File: src/rtl/tfd_pkg.sv
// Shared types and constants for the tracker frame deframer.
// Used by the parser, the output buffer and the top level; no dependencies.
package tfd_pkg;

   // Frame delimiters.
   localparam logic [7:0] HEADER_BYTE = 8'hFF;
   localparam logic [7:0] TAIL_BYTE   = 8'hFE;

   // Widths of the stream payloads, rounded up to whole bytes.
   localparam int REQ_DATA_WIDTH = 8;
   localparam int RSP_DATA_WIDTH = 40;

   // Position counter width (seven frame positions).
   localparam int POS_WIDTH = 3;

   // Parser position codes that are also watched outside the parser.
   localparam logic [POS_WIDTH-1:0] POS_CODE_HUNT   = 3'd0;
   localparam logic [POS_WIDTH-1:0] POS_CODE_TAIL   = 3'd6;
   localparam logic [POS_WIDTH-1:0] POS_CODE_UNUSED = 3'd7;

   // One response: the parser state after one request byte.
   typedef struct packed {
      logic        target_seen;
      logic [15:0] pos_x;
      logic [15:0] pos_y;
      logic        frame_done;
   } result_type;

   // Parser status seen by the top level.
   typedef struct packed {
      logic [POS_WIDTH-1:0] position;
   } parse_stat_type;

   // Output buffer occupancy.
   typedef struct packed {
      logic out_full;
      logic skid_full;
   } buf_stat_type;

endpackage

File: src/rtl/tracker_frame_deframer_unit.sv
// Tracker frame deframer: one request byte in, one response out per byte.
// Each response is registered in the output buffer when its request is accepted.
// Throughput: one request per cycle while the skid entry is empty; the state
// update and checksum fold are combinational logic fed by the parser registers.
// Reset: synchronous; the parser returns to hunting, the flag and coordinates
// clear, and the output buffer empties.
module tracker_frame_deframer_unit (
   input  logic clock,
   input  logic reset,
   input  logic req_tvalid,
   output logic req_tready,
   // [7:0] rx_byte
   input  logic [tfd_pkg::REQ_DATA_WIDTH-1:0] req_tdata,
   output logic rsp_tvalid,
   input  logic rsp_tready,
   // [0] target_seen, [16:1] pos_x, [32:17] pos_y, [39:33] zero
   output logic [tfd_pkg::RSP_DATA_WIDTH-1:0] rsp_tdata,
   // frame_done
   output logic rsp_tlast
);
   import tfd_pkg::*;

   logic           req_accept;
   result_type     parse_result;
   result_type     out_result;
   parse_stat_type parse_stat;
   buf_stat_type   buf_stat;

   assign req_accept = req_tvalid && req_tready;

   // Byte parser.
   tfd_parser u_parser (
      .clock    (clock),
      .reset    (reset),
      .in_valid (req_accept),
      .in_byte  (req_tdata[7:0]),
      .result   (parse_result),
      .stat     (parse_stat)
   );

   // Response buffer.
   tfd_outbuf u_outbuf (
      .clock     (clock),
      .reset     (reset),
      .in_valid  (req_tvalid),
      .in_ready  (req_tready),
      .in_data   (parse_result),
      .out_valid (rsp_tvalid),
      .out_ready (rsp_tready),
      .out_data  (out_result),
      .stat      (buf_stat)
   );

   // Pack the response.
   assign rsp_tdata = {7'd0, out_result.pos_y, out_result.pos_x, out_result.target_seen};
   assign rsp_tlast = out_result.frame_done;

   // The skid entry is only used while the result register is occupied.
   assert property (@(posedge clock) disable iff (reset)
      buf_stat.skid_full |-> buf_stat.out_full)
      else $error("skid entry full while result register empty");

   // The parser never reaches the unused position.
   assert property (@(posedge clock) disable iff (reset)
      parse_stat.position != POS_CODE_UNUSED)
      else $error("parser in unused position");

   // A valid tail returns the parser to hunting and marks the frame done.
   assert property (@(posedge clock) disable iff (reset)
      (req_accept && parse_stat.position == POS_CODE_TAIL && req_tdata[7:0] == TAIL_BYTE)
      |=> (parse_stat.position == POS_CODE_HUNT && rsp_tvalid))
      else $error("valid tail did not complete a frame");

   // Requests stall only while a response is pending.
   assert property (@(posedge clock) disable iff (reset)
      !req_tready |-> rsp_tvalid)
      else $error("request stalled with no response pending");

endmodule

File: src/rtl/tfd_parser.sv
// Frame parser of the tracker frame deframer: position counter, byte stores,
// checksum and held coordinates. Depends on tfd_pkg.
module tfd_parser (
   input  logic                  clock,
   input  logic                  reset,
   input  logic                  in_valid,
   input  logic [7:0]            in_byte,
   output tfd_pkg::result_type   result,
   output tfd_pkg::parse_stat_type stat
);
   import tfd_pkg::*;

   typedef enum logic [POS_WIDTH-1:0] {
      POS_HUNT = POS_CODE_HUNT,
      POS_X_HIGH,
      POS_X_LOW,
      POS_Y_HIGH,
      POS_Y_LOW,
      POS_CHECK,
      POS_TAIL = POS_CODE_TAIL
   } pos_type;

   // Sum of the two coordinates modulo 254, folded so 256 counts as 2.
   // The quotient estimate is at most one low, so one correction step remains.
   function automatic logic [7:0] mod254(input logic [10:0] s);
      logic [17:0] prod;
      logic [2:0]  q;
      logic [10:0] r;
      prod = {7'd0, s} * 18'd129;
      q    = prod[17:15];
      r    = s - ({8'd0, q} * 11'd254);
      if (r >= 11'd254) begin
         r = r - 11'd254;
      end
      return r[7:0];
   endfunction

   pos_type     pos_ff, pos_in;
   logic [7:0]  x_high_ff, x_high_in;
   logic [7:0]  x_low_ff, x_low_in;
   logic [7:0]  y_high_ff, y_high_in;
   // The y low byte is kept for the tail step.
   logic [7:0]  y_low_ff;
   logic [9:0]  x_part_ff, x_part_in;
   logic [7:0]  check_ff, check_in;
   logic        flag_ff, flag_in;
   logic [15:0] held_x_ff, held_x_in;
   logic [15:0] held_y_ff, held_y_in;
   logic        done;
   logic        bad;
   logic [10:0] sum;

   // Next state for one request byte.
   always_comb begin
      pos_in    = pos_ff;
      x_high_in = x_high_ff;
      x_low_in  = x_low_ff;
      y_high_in = y_high_ff;
      x_part_in = x_part_ff;
      check_in  = check_ff;
      flag_in   = flag_ff;
      held_x_in = held_x_ff;
      held_y_in = held_y_ff;
      done      = 1'b0;
      bad       = 1'b0;
      sum       = {1'b0, x_part_ff} + {2'd0, y_high_ff, 1'b0} + {3'd0, in_byte};
      case (pos_ff)
         POS_HUNT: begin
            if (in_byte == HEADER_BYTE) pos_in = POS_X_HIGH;
            else bad = 1'b1;
         end
         POS_X_HIGH: begin
            if (in_byte < HEADER_BYTE) begin
               x_high_in = in_byte;
               pos_in    = POS_X_LOW;
            end else begin
               bad = 1'b1;
            end
         end
         POS_X_LOW: begin
            x_low_in  = in_byte;
            x_part_in = {1'b0, x_high_ff, 1'b0} + {2'd0, in_byte};
            flag_in   = (in_byte != 8'd0);
            pos_in    = POS_Y_HIGH;
         end
         POS_Y_HIGH: begin
            if (in_byte < HEADER_BYTE) begin
               y_high_in = in_byte;
               pos_in    = POS_Y_LOW;
            end else begin
               bad = 1'b1;
            end
         end
         POS_Y_LOW: begin
            held_y_in = held_y_ff;
            check_in  = mod254(sum);
            pos_in    = POS_CHECK;
         end
         POS_CHECK: begin
            if (in_byte == check_ff) pos_in = POS_TAIL;
            else bad = 1'b1;
         end
         POS_TAIL: begin
            if (in_byte == TAIL_BYTE) begin
               pos_in    = POS_HUNT;
               held_x_in = {x_high_ff, x_low_ff};
               held_y_in = {y_high_ff, y_low_ff};
               done      = 1'b1;
            end else begin
               bad = 1'b1;
            end
         end
         default: begin
            bad = 1'b1;
         end
      endcase
      if (bad) begin
         pos_in  = POS_HUNT;
         flag_in = 1'b0;
      end
   end

   // State registers, updated on each accepted request.
   always_ff @(posedge clock) begin
      if (reset) begin
         pos_ff    <= POS_HUNT;
         flag_ff   <= 1'b0;
         held_x_ff <= 16'd0;
         held_y_ff <= 16'd0;
      end else if (in_valid) begin
         pos_ff    <= pos_in;
         flag_ff   <= flag_in;
         held_x_ff <= held_x_in;
         held_y_ff <= held_y_in;
      end
   end

   // Frame byte stores; each is written before it is read within a frame.
   always_ff @(posedge clock) begin
      if (in_valid) begin
         x_high_ff <= x_high_in;
         x_low_ff  <= x_low_in;
         y_high_ff <= y_high_in;
         x_part_ff <= x_part_in;
         check_ff  <= check_in;
         if (pos_ff == POS_Y_LOW) y_low_ff <= in_byte;
      end
   end

   assign result.target_seen = flag_in;
   assign result.pos_x       = held_x_in;
   assign result.pos_y       = held_y_in;
   assign result.frame_done  = done;
   assign stat.position      = pos_ff;

endmodule

File: src/rtl/tfd_outbuf.sv
// Two-entry output buffer (result register plus skid register) for responses.
// Depends on tfd_pkg.
module tfd_outbuf (
   input  logic                 clock,
   input  logic                 reset,
   input  logic                 in_valid,
   output logic                 in_ready,
   input  tfd_pkg::result_type  in_data,
   output logic                 out_valid,
   input  logic                 out_ready,
   output tfd_pkg::result_type  out_data,
   output tfd_pkg::buf_stat_type stat
);
   import tfd_pkg::*;

   logic       main_valid_ff, main_valid_in;
   logic       skid_valid_ff, skid_valid_in;
   result_type main_ff, main_in;
   result_type skid_ff, skid_in;
   logic       accept;
   logic       main_free;

   assign in_ready  = !skid_valid_ff;
   assign accept    = in_valid && !skid_valid_ff;
   assign main_free = !main_valid_ff || out_ready;

   // The result register refills from the skid entry first, then from input.
   always_comb begin
      main_valid_in = main_valid_ff;
      main_in       = main_ff;
      skid_valid_in = skid_valid_ff;
      skid_in       = skid_ff;
      if (main_free) begin
         main_valid_in = skid_valid_ff || accept;
         main_in       = skid_valid_ff ? skid_ff : in_data;
         skid_valid_in = 1'b0;
      end else if (accept) begin
         skid_valid_in = 1'b1;
         skid_in       = in_data;
      end
   end

   // Occupancy flags.
   always_ff @(posedge clock) begin
      if (reset) begin
         main_valid_ff <= 1'b0;
         skid_valid_ff <= 1'b0;
      end else begin
         main_valid_ff <= main_valid_in;
         skid_valid_ff <= skid_valid_in;
      end
   end

   // Payload registers.
   always_ff @(posedge clock) begin
      main_ff <= main_in;
      skid_ff <= skid_in;
   end

   assign out_valid      = main_valid_ff;
   assign out_data       = main_ff;
   assign stat.out_full  = main_valid_ff;
   assign stat.skid_full = skid_valid_ff;

endmodule
File: config.mk
export PLATFORM = sky130hd
export DESIGN_NAME = tracker_frame_deframer_unit
export DESIGN_NICKNAME = d
export VERILOG_FILES = /design/src/rtl/tfd_pkg.sv /design/src/rtl/tracker_frame_deframer_unit.sv /design/src/rtl/tfd_parser.sv /design/src/rtl/tfd_outbuf.sv
export SDC_FILE = /design/constraint.sdc
export NUM_CORES = 1
export LEC_CHECK = 0
export BUFFER_PORTS_ARGS = -buffer_cell sky130_fd_sc_hd__buf_2
export CAP_MARGIN = 5
export CORE_MARGIN = 8
export CORE_UTILIZATION = 24
export CTS_CLUSTER_SIZE = 24
export DETAILED_ROUTE_END_ITERATION = 12
export PLACE_DENSITY = 0.44
export SLEW_MARGIN = 20
export SYNTH_ARGS = -nofsm -noshare
export SYNTH_HDL_FRONTEND = slang
export SYNTH_SLANG_ARGS = --single-unit
export TNS_END_PERCENT = 100
File: constraint.sdc
create_clock -name clock -period 9.2 [get_ports clock]
set_input_delay 0.46 -clock clock [delete_from_list [all_inputs] [get_ports clock]]
set_output_delay 0.46 -clock clock [all_outputs]
set_load 0.005 [all_outputs]
==> reports/metrics.yaml, run 1 <==
timing:
  fmax_ghz: 0.1179
  finalWorstSetupSlack_ps: 719.1
  drv_slew: 0
  grt_setup_unrepaired: "false"
  tightest_slew_ps: 1004
  maxSlewHeadroom: 0.3279
  hold_viol_final: 0
  fin_crit_ps: 8481
  clock_skew_ps: 17.77
  post-route-period-util: 0.9218
  setup_viol: 0
  tns_ps: 0
clocking:
  ctsResizeCount: 0
  cts_inserted_buffers: 17
  cts_setup_buffers: 0
  cts-htree-levels: 4
  ctsHoldBuffers: 0
  cts_root_buf: "clkbuf_16"
  clkTransAtPathRegs_ps: 70
  cts_tree: "done"
  clock_latency_ps: 430
  clock_path_buffers: 2
  cts.sinks: 155
finish:
  area_growth_syn_to_layout_pct: 18.05
  area.sequential_sq_um: 4274
  multi_input_area_sq_um: 3309
  drive_above_1_share: 0.2587
  num-nets-final: 740
  filler_cell_count: 3271
power:
  switchingPower_w: 0.0005792
  powerDensity_nw_per_um2: 216.7
  sequentialPowerShare: 0.406
  combPwrFrac: 0.230
  peakVddDrop_uv: 117.7
  p_leak_nw: 3.575
  switching_share: 0.2914
  power_frac_clock: 0.364
  internal_power_w: 0.001408
synth:
  synth_top_cells_by_area: "edfxtp_1, dfxtp_1, mux2_2, ha_1, fa_1"
  yosysSeqAreaShare: 0.5500
  yosysTopAreaCell: "edfxtp_1"
  synth-async-reset-ratio: 0
  synthCells: 617
  synth_top_area_frac: 0.4521
  synth_edf_count: 117
  ys_types: 55
  ys_seq_elements: 155
  yosys_warnings: 0
  ys.flop_type: "edfxtp_1"
  synth_area_per_cell_sq_um: 12.60
  netlist_area_sq_um: 7771
job:
  maxCapViolations: 0
status:
  status: "finished, final reports clean"
floorplan:
  initial_core_util: 0.2413
  die_y_um: 195.9
  die_w_um: 195.9
  coreArea_sq_um: 32210
  io_pins: 55
  die_area_sq_um: 38390
  rows: 66
placement:
  post-place-ws_ps: 401.8
  dp_hpwl_um: 12170
  io_buffer_count: 47
  gp_congestion: 0.7685
route:
  drt_iter0_markers: 259
  drc_errors: 0
  vias_per_cell: 4.258
  ant_nets: 0
  dr_total_vias: 4675
  drt-pass1-iter-count: 7
  drt-total-wl_um: 17360
  wl_per_cell_um: 15.81
global_routing:
  grt_pass1_vias: 4791
  grt-ovfl-total: 0
  grt_usage: 0.09316
  antenna_found_initial: 4
  grt_pass1_wl_um: 28010
  grt_max_degree: 40
worst_setup_path:
  worstPathRequired_ps: 9370
  cpMaxStageDelayCell: "fa_1"
  arrival_ps: 8650
  startpoint_type: "flop"
  timing.rr.end: "u_parser.check_ff[2]"
  worstSetupPathType: "flop to flop"
  rr_startpoint: "u_parser.y_high_ff[0]"
  crit_family: "adder cells"
  regToRegSetupSlack_ps: 720
  cp_max_fo: 7
  r2r_cells: 32
  crit_top_cell: "ha_1"
  cp_num_buf_inv: 4
  worst_setup_path_end_kind: "flop"
  slowest_delay_ps: 570
worst_hold_path:
  hold_start: "req_tvalid"
  hold_end: "u_outbuf.skid_valid_ff"
  min-delay-path-class: "input pin to flop"
  min_path_cells: 3
## stage by stage
step                hold WS [ps]    util  power [W]  cells  area (sq um)
finish                     387.1  0.2848   0.001988   1098          9174
global route               384.9  0.2848   0.002103   1097          9171
CTS                        380.7  0.2836   0.002017   1095          9134
detailed placement         478.8  0.2647   0.001283   1063          8524
global placement           476.4  0.2647   0.001286   1063          8524
floorplan                  446.6       -   0.001176    623          7794
## flip-flops by register name, summed over array words and instances, names as in the netlist, 7 cells and up
register,cells
u_parser.check_ff,8
u_parser.x_part_ff,10
u_parser.x_high_ff,8
u_outbuf.skid_ff,34
u_parser.y_high_ff,8
u_parser.held_y_ff,16
u_parser.y_low_ff,8
u_outbuf.out_data,34
u_parser.x_low_ff,7
u_parser.held_x_ff,16
## routing by layer
metal,global-route usage,vias up,routed length (um)
li1,-,2321,-
met5,0,-,26
met4,0.02751,4,163
met3,0.02519,15,803
met2,0.1471,80,8061
met1,0.1232,2255,8306
## power by group through the flow
stage | clock, W | sequential (W) | combinational (W)
2_1_floorplan | 0 | 0.000824 | 0.000352
3_3_place_gp | 0 | 0.000822 | 0.000464
3_5_place_dp | 0 | 0.000823 | 0.000460
4_1_cts | 0.000746 | 0.000807 | 0.000464
5_1_grt | 0.000772 | 0.000810 | 0.000521
6_report | 0.000724 | 0.000807 | 0.000457
## layout by cell type, fill, tap and decap left out, types with 3 or more instances in the layout
cell type and instances:
a21o_1 4, a21oi_1 21, and2_1 3, buf_2 47
buf_4 12, clkbuf_16 17, clkinv_4 3, conb_1 7
dfxtp_1 38, edfxtp_1 117, fa_1 16, ha_1 37
inv_1 29, inv_6 4, inv_8 3, mux2_2 65
nand2_1 11, nand2b_1 3, nand3_1 6, nand4_1 5
nor2_1 81, nor2b_1 6, nor3_1 41, o21a_1 3
o21ai_0 10, o21bai_1 7, xnor2_1 26, xnor2_2 3
xor2_1 13
## cells in the mapped netlist (all sizes together), types with 5 or more instances
library cell / number
buf: 8
nand2: 11
xnor2: 29
o21bai: 7
nand3: 6
xor2: 14
nor2b: 7
dfxtp: 38
edfxtp: 117
clkbuf: 19
nand4: 5
o21ai: 11
fa: 16
nor3: 43
a21oi: 21
inv: 30
nor2: 83
mux2: 66
ha: 37
## worst reg2reg max path: cells and delay by family (launching register included)
kind	cells	cell delay, ps
buffers and inverters	4	300
XOR/XNOR	5	1190
multiplexers	1	370
AO/OA/AOI/OAI	7	1520
flip-flops	1	440
AND/OR/NAND/NOR	6	1130
adder cells (fa/ha/maj)	9	3290
## cells by family (layout without fill, tap and decap cells)
kind of cell | Yosys count | after routing | share of synthesized area
compound gates | 66 | 66 | 0.06215
xor+xnor | 43 | 43 | 0.05136
fa+ha+maj | 55 | 55 | 0.1037
buf+inv | 57 | 122 | 0.03091
flops | 155 | 155 | 0.5500
mux | 67 | 67 | 0.09692
other cells | 1 | 9 | 0.0004826
simple gates | 173 | 173 | 0.1045
## worst max path at each step
stage                                       to             startpoint  slack, ps  depth (start not counted)
after global placement    u_parser.check_ff[7]           req_tdata[2]        510                         33
after global routing      u_parser.check_ff[2]  u_parser.y_high_ff[0]        120                         34
final                     u_parser.check_ff[2]  u_parser.y_high_ff[0]        720                         32
after floorplan           u_parser.check_ff[2]           req_tdata[1]        960                         32
after CTS                 u_parser.check_ff[2]  u_parser.y_high_ff[0]        620                         32
after detailed placement  u_parser.check_ff[2]           req_tdata[2]        400                         31
## cell type report
| type | count | share of cell area |
|---|---|---|
| multi-input cells | 411 | 0.3607 |
| clock inverters | 15 | 0.02005 |
| flip-flops and latches | 155 | 0.4659 |
| diodes | 2 | 0.0005456 |
| clock buffers | 17 | 0.04637 |
| repair buffers | 60 | 0.03846 |
| well taps | 408 | 0.05565 |
| inverters | 30 | 0.01227 |
Power figures use the tool's default switching activity.
==> run 2, diff against run 1 <==
- CTS_BUF_LIST: default -> sky130_fd_sc_hd__clkbuf_8
- PLACE_DENSITY: 0.44 -> default
==> reports/metrics.yaml, run 2 (synthesis gave the netlist of run 1 again) <==
global_routing:
  grt_pass1_wl_um: 26390  # -5.8%
  grt_max_degree: 41  # +2.5%
  grt_usage: 0.08700  # -0.006161
  grt_pass1_vias: 4791  # unchanged
  antenna_found_initial: 3  # -1
  grt-ovfl-total: 0  # unchanged
route:
  drc_errors: 0  # unchanged
  vias_per_cell: 4.305  # +1.1%
  ant_nets: 0  # unchanged
  dr_total_vias: 4718  # +0.92%
  drt-pass1-iter-count: 7  # unchanged
  drt-total-wl_um: 16260  # -6.4%
  drt_iter0_markers: 250  # -3.5%
  wl_per_cell_um: 14.83  # -6.2%
floorplan:
  coreArea_sq_um: 32210  # unchanged
  rows: 66  # unchanged
  io_pins: 55  # unchanged
  die_area_sq_um: 38390  # unchanged
  die_w_um: 195.9  # unchanged
  die_y_um: 195.9  # unchanged
  initial_core_util: 0.2413  # unchanged
finish:
  area_growth_syn_to_layout_pct: 16.07
  layout_commonest_cell: "edfxtp_1"
  instances_no_fill: 1096  # -0.18%
  post-route-util: 0.2801  # -0.004778
  final_cell_mix: "edfxtp_1, nor2_1, mux2_2"
  num-nets-final: 739  # -0.14%
  drive_above_1_share: 0.2591  # +0.0003766
timing:
  hold_viol_final: 0  # unchanged
  setup_viol: 0  # unchanged
  tightest_slew_ps: 1038  # +34.35 ps
  maxSlewHeadroom: 0.3063  # -0.02161
  post-route-period-util: 0.9234  # +0.001559
  drv_slew: 0  # unchanged
  finalWorstSetupSlack_ps: 704.7  # -14.35 ps
  tns_ps: 0  # unchanged
  clock_skew_ps: 7.973  # -9.799 ps
  fmax_ghz: 0.1177  # -0.17%
  grt_setup_unrepaired: "false"
  fin_crit_ps: 8495  # +14.35 ps
placement:
  dp_hpwl_um: 11530  # -5.3%
  dp.cells: 1063  # unchanged
  io_buffer_count: 47  # unchanged
  post-place-ws_ps: 434.2  # +32.40 ps
  gp_congestion: 0.8461  # +10%
worst_setup_path:
  crit_family: "adder cells"
  crit_top_cell: "ha_1"
  arrival_ps: 8700  # +50 ps
  slowest_delay_ps: 570  # about the same
  timing.rr.end: "u_parser.check_ff[2]"
  regToRegSetupSlack_ps: 700  # about the same
  r2r_cells: 33  # +3.1%
  cp.depth: 33  # +3.1%
  rr_startpoint: "u_parser.y_high_ff[0]"
  worst_setup_path_end_kind: "flop"
  cp_max_fo: 7  # unchanged
  cp_num_buf_inv: 5  # +1
  worstPathRequired_ps: 9400  # +30 ps
  startpoint_type: "flop"
  cpMaxStageDelayCell: "fa_1"
  crit_path_end: "u_parser.check_ff[2]"
  worstSetupPathType: "flop to flop"
  setup.worst_path.start: "u_parser.y_high_ff[0]"
clocking:
  clock_latency_ps: 450  # +20 ps
  cts-htree-levels: 4  # unchanged
  clock_path_buffers: 2  # unchanged
  cts_tree: "done"
  cts_inserted_buffers: 17  # unchanged
  cts_root_buf: "clkbuf_8"
  clkTransAtPathRegs_ps: 90  # +20 ps
  ctsHoldBuffers: 0  # unchanged
  cts.sinks: 155  # unchanged
worst_hold_path:
  min-delay-path-class: "input pin to flop"
  hold_start: "req_tvalid"
status:
  status: "finished, final reports clean"
power:
  powerDensity_nw_per_um2: 207.4  # -4.3%
  peakVddDrop_uv: 90.09  # -23%
  p_leak_nw: 3.499  # -2.1%
job:
  maxCapViolations: 0  # unchanged
==> run 2: timing repair <==
item / CTS / global route
endpoints found under the setup margin: 0 / 2
hold endpoints to repair: 0 / 0
gates resized for setup: 0 / 1
buffers inserted: 0 / 0
==> run 2: report_power, final <==
| part | switching, W | internal [W] |
|---|---|---|
| combinational | 0.000255 | 0.000198 |
| clock | 0.000263 | 0.000348 |
| sequential | 0.00000898 | 0.000798 |
| total | 0.000527 | 0.00134 |
==> run 2: stage by stage <==
stage	hold slack [ps]	power (W)	instance area (sq um)
3_5_place_dp	481.0	0.001280	8527
2_1_floorplan	446.6	0.001176	7794
6_report	338.0	0.001870	9020
5_1_grt	311.6	0.001971	9017
3_3_place_gp	462.8	0.001269	8527
4_1_cts	313.4	0.001891	9010
==> run 2: worst min-delay path by stage <==
stage	to	slack, ps	cells after the start
after floorplan	u_parser.flag_ff	450	2
after global placement	u_parser.flag_ff	460	2
after detailed placement	u_parser.flag_ff	480	2
after CTS	u_outbuf.out_valid	310	3
after global routing	u_outbuf.skid_valid_ff	310	3
final	u_outbuf.skid_valid_ff	340	3
==> run 2: tightest hold or removal path, cell delays in order <==
cell,delay [ps]
buf_2,120
nor2_1,50
nor3_1,110
==> run 2: layer usage <==
| layer | wire [um] | track usage |
|---|---|---|
| met4 | 310 | 0.03509 |
| met2 | 7502 | 0.1357 |
| met1 | 7527 | 0.1121 |
| met3 | 903 | 0.02485 |
| met5 | 13 | 0 |
==> run 2: final cells by class <==
class                   instances  area [sq um]
repair buffers                 59         325.3
clock inverters                12         207.7
fillers                      3308         23190
diodes                          1         2.502
clock buffers                  20         275.3
inverters                      30         112.6
multi-input cells             411          3312
well taps                     408         510.5
flip-flops and latches        155          4274
